--- src/hw/rtl/fir_pkg.sv ---
// Shared types, codes and sizes for the FIR filter.
package fir_pkg;

	localparam int TAPS_DEF = 32;
	localparam int SAMPLE_W = 16;
	localparam int COEF_W   = 18;
	localparam int INDEX_W  = 5;
	localparam int FUNC_W   = 2;
	localparam int PROD_W   = SAMPLE_W + COEF_W;
	localparam int FRAC_W   = 15;

	// Request kinds carried on s_tuser.
	localparam logic [FUNC_W-1:0] FN_FILTER = 2'd0;
	localparam logic [FUNC_W-1:0] FN_WRITE  = 2'd1;
	localparam logic [FUNC_W-1:0] FN_CLEAR  = 2'd2;

	typedef enum logic [1:0] {
		ST_IDLE,
		ST_RUN,
		ST_DRAIN,
		ST_FIN
	} state_t;

	// Broadcast controls to every tap cell.
	typedef struct packed {
		logic shift;
		logic rotate;
		logic clear;
		logic wr;
	} cell_ctl_t;

endpackage

--- src/hw/rtl/fir_filter_top.sv ---
// Top level of the direct-form FIR filter: tap ring, shared MAC and control.
//
// Usage:
//   Input stream (s_*): one request per handshake. s_tuser holds the request kind:
//     filter sample, write coefficient, or clear sample history (code 3 is ignored).
//     s_tdata holds sample, tap_index and tap_value packed from bit 0 up.
//   Output stream (m_*): one result per filter request. m_tdata is the
//     rounded, saturated 16-bit output; m_tuser flags that the sum was clipped.
//   Coefficient writes, clears and ignored codes give no result.
// Sequencing:
//   A filter request shifts the sample into the tap ring on accept, then the
//   ring rotates once per cycle in the run state, feeding one tap pair per cycle
//   into the single multiplier until every tap is fed. A drain state and a
//   round/saturate state follow, and the next request is taken only once the
//   result is loaded into the output register, so requests never overlap.
//   The shared multiply-accumulate sets this limit.
// Reset: history and coefficients clear to zero, output holds no result.
// Stall: a result sits in the output register until m_tready; the next filter
//   request is still accepted, and its result waits for the register to free.
module fir_filter_top import fir_pkg::*; #(
	parameter int TAPS = TAPS_DEF
) (
	input  logic        clk,
	input  logic        arst_n,
	input  logic        s_tvalid,
	output logic        s_tready,
	input  logic [39:0] s_tdata,  // sample[15:0], tap_index[20:16], tap_value[38:21], zero
	input  logic [1:0]  s_tuser,  // func[1:0]
	output logic        m_tvalid,
	input  logic        m_tready,
	output logic [15:0] m_tdata,  // filtered[15:0]
	output logic [0:0]  m_tuser   // saturated[0]
);

	localparam int ACC_W = PROD_W + $clog2(TAPS);
	localparam int CNT_W = $clog2(TAPS);
	localparam int Y_W   = ACC_W + 1 - FRAC_W;
	localparam logic signed [Y_W-1:0] Y_MAX = Y_W'(32767);
	localparam logic signed [Y_W-1:0] Y_MIN = Y_W'(-32768);

	// unpacked request fields
	logic        [FUNC_W-1:0]   func;
	logic signed [SAMPLE_W-1:0] sample;
	logic        [INDEX_W-1:0]  tap_index;
	logic signed [COEF_W-1:0]   tap_value;

	assign func      = s_tuser;
	assign sample    = s_tdata[15:0];
	assign tap_index = s_tdata[20:16];
	assign tap_value = s_tdata[38:21];

	state_t     state_q, state_nx;
	logic [CNT_W-1:0] cnt_q;
	logic       accept;
	logic       last_tap;
	logic       out_load;
	cell_ctl_t  ctl;
	logic       mac_start;
	logic       mac_en;

	logic signed [SAMPLE_W-1:0] hist_w [TAPS];
	logic signed [COEF_W-1:0]   coef_w [TAPS];
	logic signed [ACC_W-1:0]    acc;

	logic signed [ACC_W:0]      biased;
	logic signed [Y_W-1:0]      y;
	logic signed [SAMPLE_W-1:0] filtered_nx;
	logic                       sat_nx;

	logic                       out_vld_q;
	logic signed [SAMPLE_W-1:0] filtered_q;
	logic                       saturated_q;

	assign accept   = s_tvalid && s_tready;
	assign last_tap = cnt_q == CNT_W'(TAPS - 1);

	// next state
	always_comb begin
		state_nx = state_q;
		unique case (state_q)
			ST_IDLE: begin
				if (accept && func == FN_FILTER) state_nx = ST_RUN;
			end
			ST_RUN: begin
				if (last_tap) state_nx = ST_DRAIN;
			end
			ST_DRAIN: state_nx = ST_FIN;
			ST_FIN: begin
				if (out_load) state_nx = ST_IDLE;
			end
			default: state_nx = ST_IDLE;
		endcase
	end

	// control outputs
	always_comb begin
		s_tready   = state_q == ST_IDLE;
		ctl.shift  = accept && func == FN_FILTER;
		ctl.wr     = accept && func == FN_WRITE;
		ctl.clear  = accept && func == FN_CLEAR;
		ctl.rotate = state_q == ST_RUN;
		mac_start  = ctl.shift;
		mac_en     = state_q == ST_RUN;
		out_load   = state_q == ST_FIN && (!out_vld_q || m_tready);
	end

	always_ff @(posedge clk or negedge arst_n) begin
		if (!arst_n) begin
			state_q <= ST_IDLE;
			cnt_q   <= '0;
		end else begin
			state_q <= state_nx;
			if (accept) begin
				cnt_q <= '0;
			end else if (state_q == ST_RUN) begin
				cnt_q <= cnt_q + 1'b1;
			end
		end
	end

	// Tap ring: shift moves samples toward higher taps, rotate moves every
	// pair one cell down so cell 0 presents tap k on the k-th run cycle.
	// After TAPS rotations the ring is back in place.
	for (genvar k = 0; k < TAPS; k++) begin : g_cell
		localparam int NXT = (k + 1) % TAPS;
		localparam int PRV = (k + TAPS - 1) % TAPS;
		logic signed [SAMPLE_W-1:0] shift_in;

		assign shift_in = (k == 0) ? sample : hist_w[PRV];

		fir_cell #(
			.IDX(k)
		) u_cell (
			.clk        (clk),
			.arst_n     (arst_n),
			.ctl        (ctl),
			.tap_index  (tap_index),
			.tap_value  (tap_value),
			.shift_in   (shift_in),
			.rot_hist_in(hist_w[NXT]),
			.rot_coef_in(coef_w[NXT]),
			.hist       (hist_w[k]),
			.coef       (coef_w[k])
		);
	end

	fir_mac #(
		.ACC_W(ACC_W)
	) u_mac (
		.clk   (clk),
		.arst_n(arst_n),
		.start (mac_start),
		.en    (mac_en),
		.hist  (hist_w[0]),
		.coef  (coef_w[0]),
		.acc   (acc)
	);

	// round half up, scale by 2^-15, clamp to 16 bits
	always_comb begin
		biased = {acc[ACC_W-1], acc} + (ACC_W+1)'(1 << (FRAC_W - 1));
		y      = biased[ACC_W:FRAC_W];
		if (y > Y_MAX) begin
			filtered_nx = 16'sh7fff;
			sat_nx      = 1'b1;
		end else if (y < Y_MIN) begin
			filtered_nx = 16'sh8000;
			sat_nx      = 1'b1;
		end else begin
			filtered_nx = y[SAMPLE_W-1:0];
			sat_nx      = 1'b0;
		end
	end

	// output register
	always_ff @(posedge clk or negedge arst_n) begin
		if (!arst_n) begin
			out_vld_q <= 1'b0;
		end else if (out_load) begin
			out_vld_q <= 1'b1;
		end else if (m_tready) begin
			out_vld_q <= 1'b0;
		end
	end

	always_ff @(posedge clk) begin
		if (out_load) begin
			filtered_q  <= filtered_nx;
			saturated_q <= sat_nx;
		end
	end

	assign m_tvalid   = out_vld_q;
	assign m_tdata    = filtered_q;
	assign m_tuser[0] = saturated_q;

endmodule

--- src/hw/rtl/fir_cell.sv ---
// One tap cell: holds one history sample and one coefficient.
module fir_cell import fir_pkg::*; #(
	parameter int IDX = 0
) (
	input  logic                       clk,
	input  logic                       arst_n,
	input  cell_ctl_t                  ctl,
	input  logic        [INDEX_W-1:0]  tap_index,
	input  logic signed [COEF_W-1:0]   tap_value,
	input  logic signed [SAMPLE_W-1:0] shift_in,
	input  logic signed [SAMPLE_W-1:0] rot_hist_in,
	input  logic signed [COEF_W-1:0]   rot_coef_in,
	output logic signed [SAMPLE_W-1:0] hist,
	output logic signed [COEF_W-1:0]   coef
);

	// only the first 2^INDEX_W cells are addressable
	localparam bit WR_OK = IDX < (1 << INDEX_W);

	logic signed [SAMPLE_W-1:0] hist_q;
	logic signed [COEF_W-1:0]   coef_q;
	logic                       wr_hit;

	assign wr_hit = ctl.wr && WR_OK && (tap_index == INDEX_W'(IDX));

	always_ff @(posedge clk or negedge arst_n) begin
		if (!arst_n) begin
			hist_q <= '0;
		end else if (ctl.clear) begin
			hist_q <= '0;
		end else if (ctl.shift) begin
			hist_q <= shift_in;
		end else if (ctl.rotate) begin
			hist_q <= rot_hist_in;
		end
	end

	always_ff @(posedge clk or negedge arst_n) begin
		if (!arst_n) begin
			coef_q <= '0;
		end else if (wr_hit) begin
			coef_q <= tap_value;
		end else if (ctl.rotate) begin
			coef_q <= rot_coef_in;
		end
	end

	assign hist = hist_q;
	assign coef = coef_q;

endmodule

--- src/hw/rtl/fir_mac.sv ---
// Shared multiply-accumulate fed from the head of the tap ring.
module fir_mac import fir_pkg::*; #(
	parameter int ACC_W = 39
) (
	input  logic                       clk,
	input  logic                       arst_n,
	input  logic                       start,
	input  logic                       en,
	input  logic signed [SAMPLE_W-1:0] hist,
	input  logic signed [COEF_W-1:0]   coef,
	output logic signed [ACC_W-1:0]    acc
);

	logic signed [PROD_W-1:0] prod_s1;
	logic                     vld_s1;
	logic signed [ACC_W-1:0]  acc_q;

	always_ff @(posedge clk or negedge arst_n) begin
		if (!arst_n) begin
			vld_s1 <= 1'b0;
		end else begin
			vld_s1 <= en;
		end
	end

	always_ff @(posedge clk) begin
		if (en) begin
			prod_s1 <= hist * coef;
		end
	end

	always_ff @(posedge clk or negedge arst_n) begin
		if (!arst_n) begin
			acc_q <= '0;
		end else if (start) begin
			acc_q <= '0;
		end else if (vld_s1) begin
			acc_q <= acc_q + {{(ACC_W-PROD_W){prod_s1[PROD_W-1]}}, prod_s1};
		end
	end

	assign acc = acc_q;

endmodule

--- config.mk ---
export PLATFORM = sky130hd
export DESIGN_NAME = fir_filter_top
export DESIGN_NICKNAME = d
export VERILOG_FILES = /design/src/hw/rtl/fir_pkg.sv /design/src/hw/rtl/fir_filter_top.sv /design/src/hw/rtl/fir_cell.sv /design/src/hw/rtl/fir_mac.sv
export SDC_FILE = /design/constraint.sdc
export NUM_CORES = 2
export LEC_CHECK = 0
export ABC_CLOCK_PERIOD_IN_PS = 7400
export BUFFER_PORTS_ARGS = -buffer_cell sky130_fd_sc_hd__buf_4
export CAP_MARGIN = 30
export CELL_PAD_IN_SITES_DETAIL_PLACEMENT = 1
export CELL_PAD_IN_SITES_GLOBAL_PLACEMENT = 2
export CORE_ASPECT_RATIO = 0.6
export CORE_MARGIN = 2
export CORE_UTILIZATION = 42
export CTS_CLUSTER_DIAMETER = 120
export DETAILED_ROUTE_END_ITERATION = 6
export PLACE_DENSITY_LB_ADDON = 0.1
export SYNTH_ARGS = -nofsm -noshare
export SYNTH_HDL_FRONTEND = slang
export SYNTH_SLANG_ARGS = --single-unit
--- constraint.sdc ---
create_clock -name clk -period 7.4 [get_ports clk]
set_clock_uncertainty 0.15 [all_clocks]
set_input_delay 1.48 -clock clk [delete_from_list [all_inputs] [get_ports clk]]
set_output_delay 1.48 -clock clk [all_outputs]
set_load 0.005 [all_outputs]
==> impl_results.md <==
- Final setup viols: 0
- Setup crit end kind: flip-flop
- Fin nets: 7,146
- GPL Wtd Cong: 0.849
- Clock Pin Slew Worst Setup and Hold Paths: 0.07 ns
- IO Count: 65
- Area Overhead vs Synth: 10.2%
- Hold buffers post-CTS: 0
- Largest net degree at the start of global routing: 184
- Worst reg2reg path startpoint: g_cell[0].u_cell.hist[4]
- Count of buffers from port buffering: 63
- Post-DP HPWL: 116,000 um
- Hold crit path type: reg -> reg
- Least-Margin Pin Slew: 1.08 ns
- Initial antenna violation count: 5
- Max Cap Viol: 0
- Worst Path Required: 7.72 ns
- Tmin final: 6.93 ns
- Die W: 512 um
- Share of the yosys chip area belonging to registers: 46.1%
- CTS tree: built
- Post-DR wirelength/cell: 20.0 um
- Critical Path Sink: u_mac.prod_s1[33]
- Number of core rows: 111
- Post-Syn Instances: 6,866
- Root Buffer Master: clkbuf_16
- Die H: 309 um
- Clock sink count: 1,187
- Fmax: 144 MHz
- Gr usage total: 22.4%
- Final antenna-violating net count: 0
- Design area: 0.0716 mm2
- Share of cells above drive strength 1: 6.40%
- DRT iter0 DRCs: 3,337
- DR vias: 47,500
- Fraction of registers with async set/reset: 95.7%
- Worst hold slack: 0.328 ns
- Post-synth EDFFs: 51
- Initial core utilization: 42.4%
- Crit path max fanout: 12
- Worst r2r dst: u_mac.prod_s1[33]
- Synth cell count leaders: 1,232 x nand2_1, 1,136 x dfrtp_1, 664 x nor2_1
- Worst slew margin: 27.8%
- Post-Syn Nets: 7,334
- Max clock buf depth: 3
- Global route overflow: 0
- Synth Register Bits: 1,187
- Top cell type's share of synthesized area: 43.8%
- CP Launch Point: g_cell[0].u_cell.hist[4]
- Drt via density: 5.39
- Global-route wire length before repair: 286,000 um
- Startpoint Class: flip-flop
- Final hold violation count: 0
- Vias in the first global route: 49,700
- Cell area after synthesis: 0.0650 mm2
- Max Transition Viols Final: 0
- Leading area contributor after synthesis: dfrtp_1
- WL final: 176,000 um
- Ys flop type: dfrtp_1
- Cells on worst reg2reg path: 18
- Post-CTS setup repair buffer count: 0
- Residual DRC count: 0
- Yosys warnings: 0
- Die area: 0.158 mm2
- Skew-Pair Late Insertion Delay: 0.77 ns
- Top-count cell post-synth: nand2_1
- R2R setup slack: 0.47 ns
- Unrepaired setup endpoints after global routing: false
- Unique masters post-synth: 70
- Core Area: 0.153 mm2
- Outcome: finished, final reports clean
- Final worst-path cycle share: 93.6%
- Worst Path Arrival: 7.24 ns
- Post-Syn Area per Cell: 9.46 um2
- Placed Area: 0.0674 mm2
- Dominant cells by area after synthesis: dfrtp_1 44%, mux2i_1 9.2%, fa_1 9.0%
- H-tree levels: 3
- Worst setup path category: reg -> reg
- Setup TNS: 0 ns
- Total CTS buffers: 119
- Detailed Routing Iterations Pass 1: 5
[per-stage QoR]
step	std cells	setup WS, ns	utilization [%]
global placement	8584	0.474	43.9
detailed placement	8589	0.316	44.0
global route	8816	0.0765	46.7
floorplan	6866	0.962	-
finish	8816	0.474	46.7
CTS	8812	0.273	46.7
[worst max-delay path, stage by stage, from the launching register on]
cell and delay (ns):
dfrtp_1 0.72, nand2_1 0.25, fa_1 0.57, inv_1 0.08, fa_1 0.84, fa_1 0.56
fa_1 0.51, fa_1 0.50, inv_1 0.05, fa_1 0.48, inv_1 0.04, ha_1 0.34
and3_1 0.20, a221o_1 0.35, a21oi_1 0.29, a31oi_1 0.20, a21o_1 0.21, a21oi_1 0.19
xnor2_1 0.09
[state kept, by name, indices dropped and copies added, names as in the netlist, 2 cells and up]
signal	flops
g_cell.u_cell.hist	512
u_mac.prod_s1	34
m_tdata	16
g_cell.u_cell.coef	576
cnt_q	5
u_mac.acc	39
state_q	2
[cell type report]
type	count	area [um2]
Fill cell	17100	81600
Multi-Input combinational cell	4852	31900
Sequential cell	1187	30000
Clock buffer	182	3590
Tap cell	2034	2540
Timing Repair Buffer	182	1780
Inverter	336	1260
Clock inverter	41	495
Antenna cell	2	5.00
[cell usage in the layout (no fill, tap or decap), types with 22 or more instances in the layout]
cell type / count
clkbuf_8: 33
edfxtp_1: 51
o21ai_0: 609
mux2i_1: 595
xnor2_1: 55
nand2_1: 1231
fa_1: 291
xor2_1: 27
a21o_1: 32
clkinv_2: 23
nand3_1: 28
a21oi_1: 623
nor2_1: 652
buf_12: 22
a22oi_1: 241
and2_1: 137
clkbuf_1: 28
clkbuf_16: 121
buf_4: 153
ha_1: 130
dfrtp_1: 1134
inv_1: 335
[timing repair]
action | 4_1_cts | 5_1_grt
endpoints found under the hold margin | 0 | 0
setup endpoints to repair | 0 | 1
gates resized for setup | 0 | 2
[worst min path at each step]
stage                                from                         end  slack (ns)  cells past startpoint
3_3_place_gp   g_cell[31].u_cell.hist[15]  g_cell[30].u_cell.hist[15]        0.30                      2
5_1_grt        g_cell[31].u_cell.hist[15]  g_cell[30].u_cell.hist[15]        0.36                      2
6_report        g_cell[31].u_cell.hist[4]   g_cell[30].u_cell.hist[4]        0.33                      2
4_1_cts         g_cell[31].u_cell.hist[4]   g_cell[30].u_cell.hist[4]        0.33                      2
3_5_place_dp    g_cell[31].u_cell.hist[6]   g_cell[30].u_cell.hist[6]        0.31                      2
2_1_floorplan  g_cell[31].u_cell.hist[13]  g_cell[30].u_cell.hist[13]        0.29                      2
[cell families (layout without fill, tap and decap cells)]
family	count (synthesis)	in the layout	share of synthesized area (%)
AOI/OAI and AO/OA	1597	1597	13.8
xor gates and xnor gates	82	82	1.11
adders and majority gates	422	422	11.5
buffers and inverters	827	741	4.84
DFF	1187	1187	46.1
muxes	595	595	9.17
other	0	2	0
and+or+nand+nor	2156	2156	13.4
[routing by layer]
layer	global-route usage (%)	wire (um)
met5	0	13
met1	35.2	92400
met3	3.37	6560
met2	32.8	74300
met4	4.22	2790
Power is not shown: default switching activity piles up to over one toggle a cycle in this logic, so the estimate is an artifact.
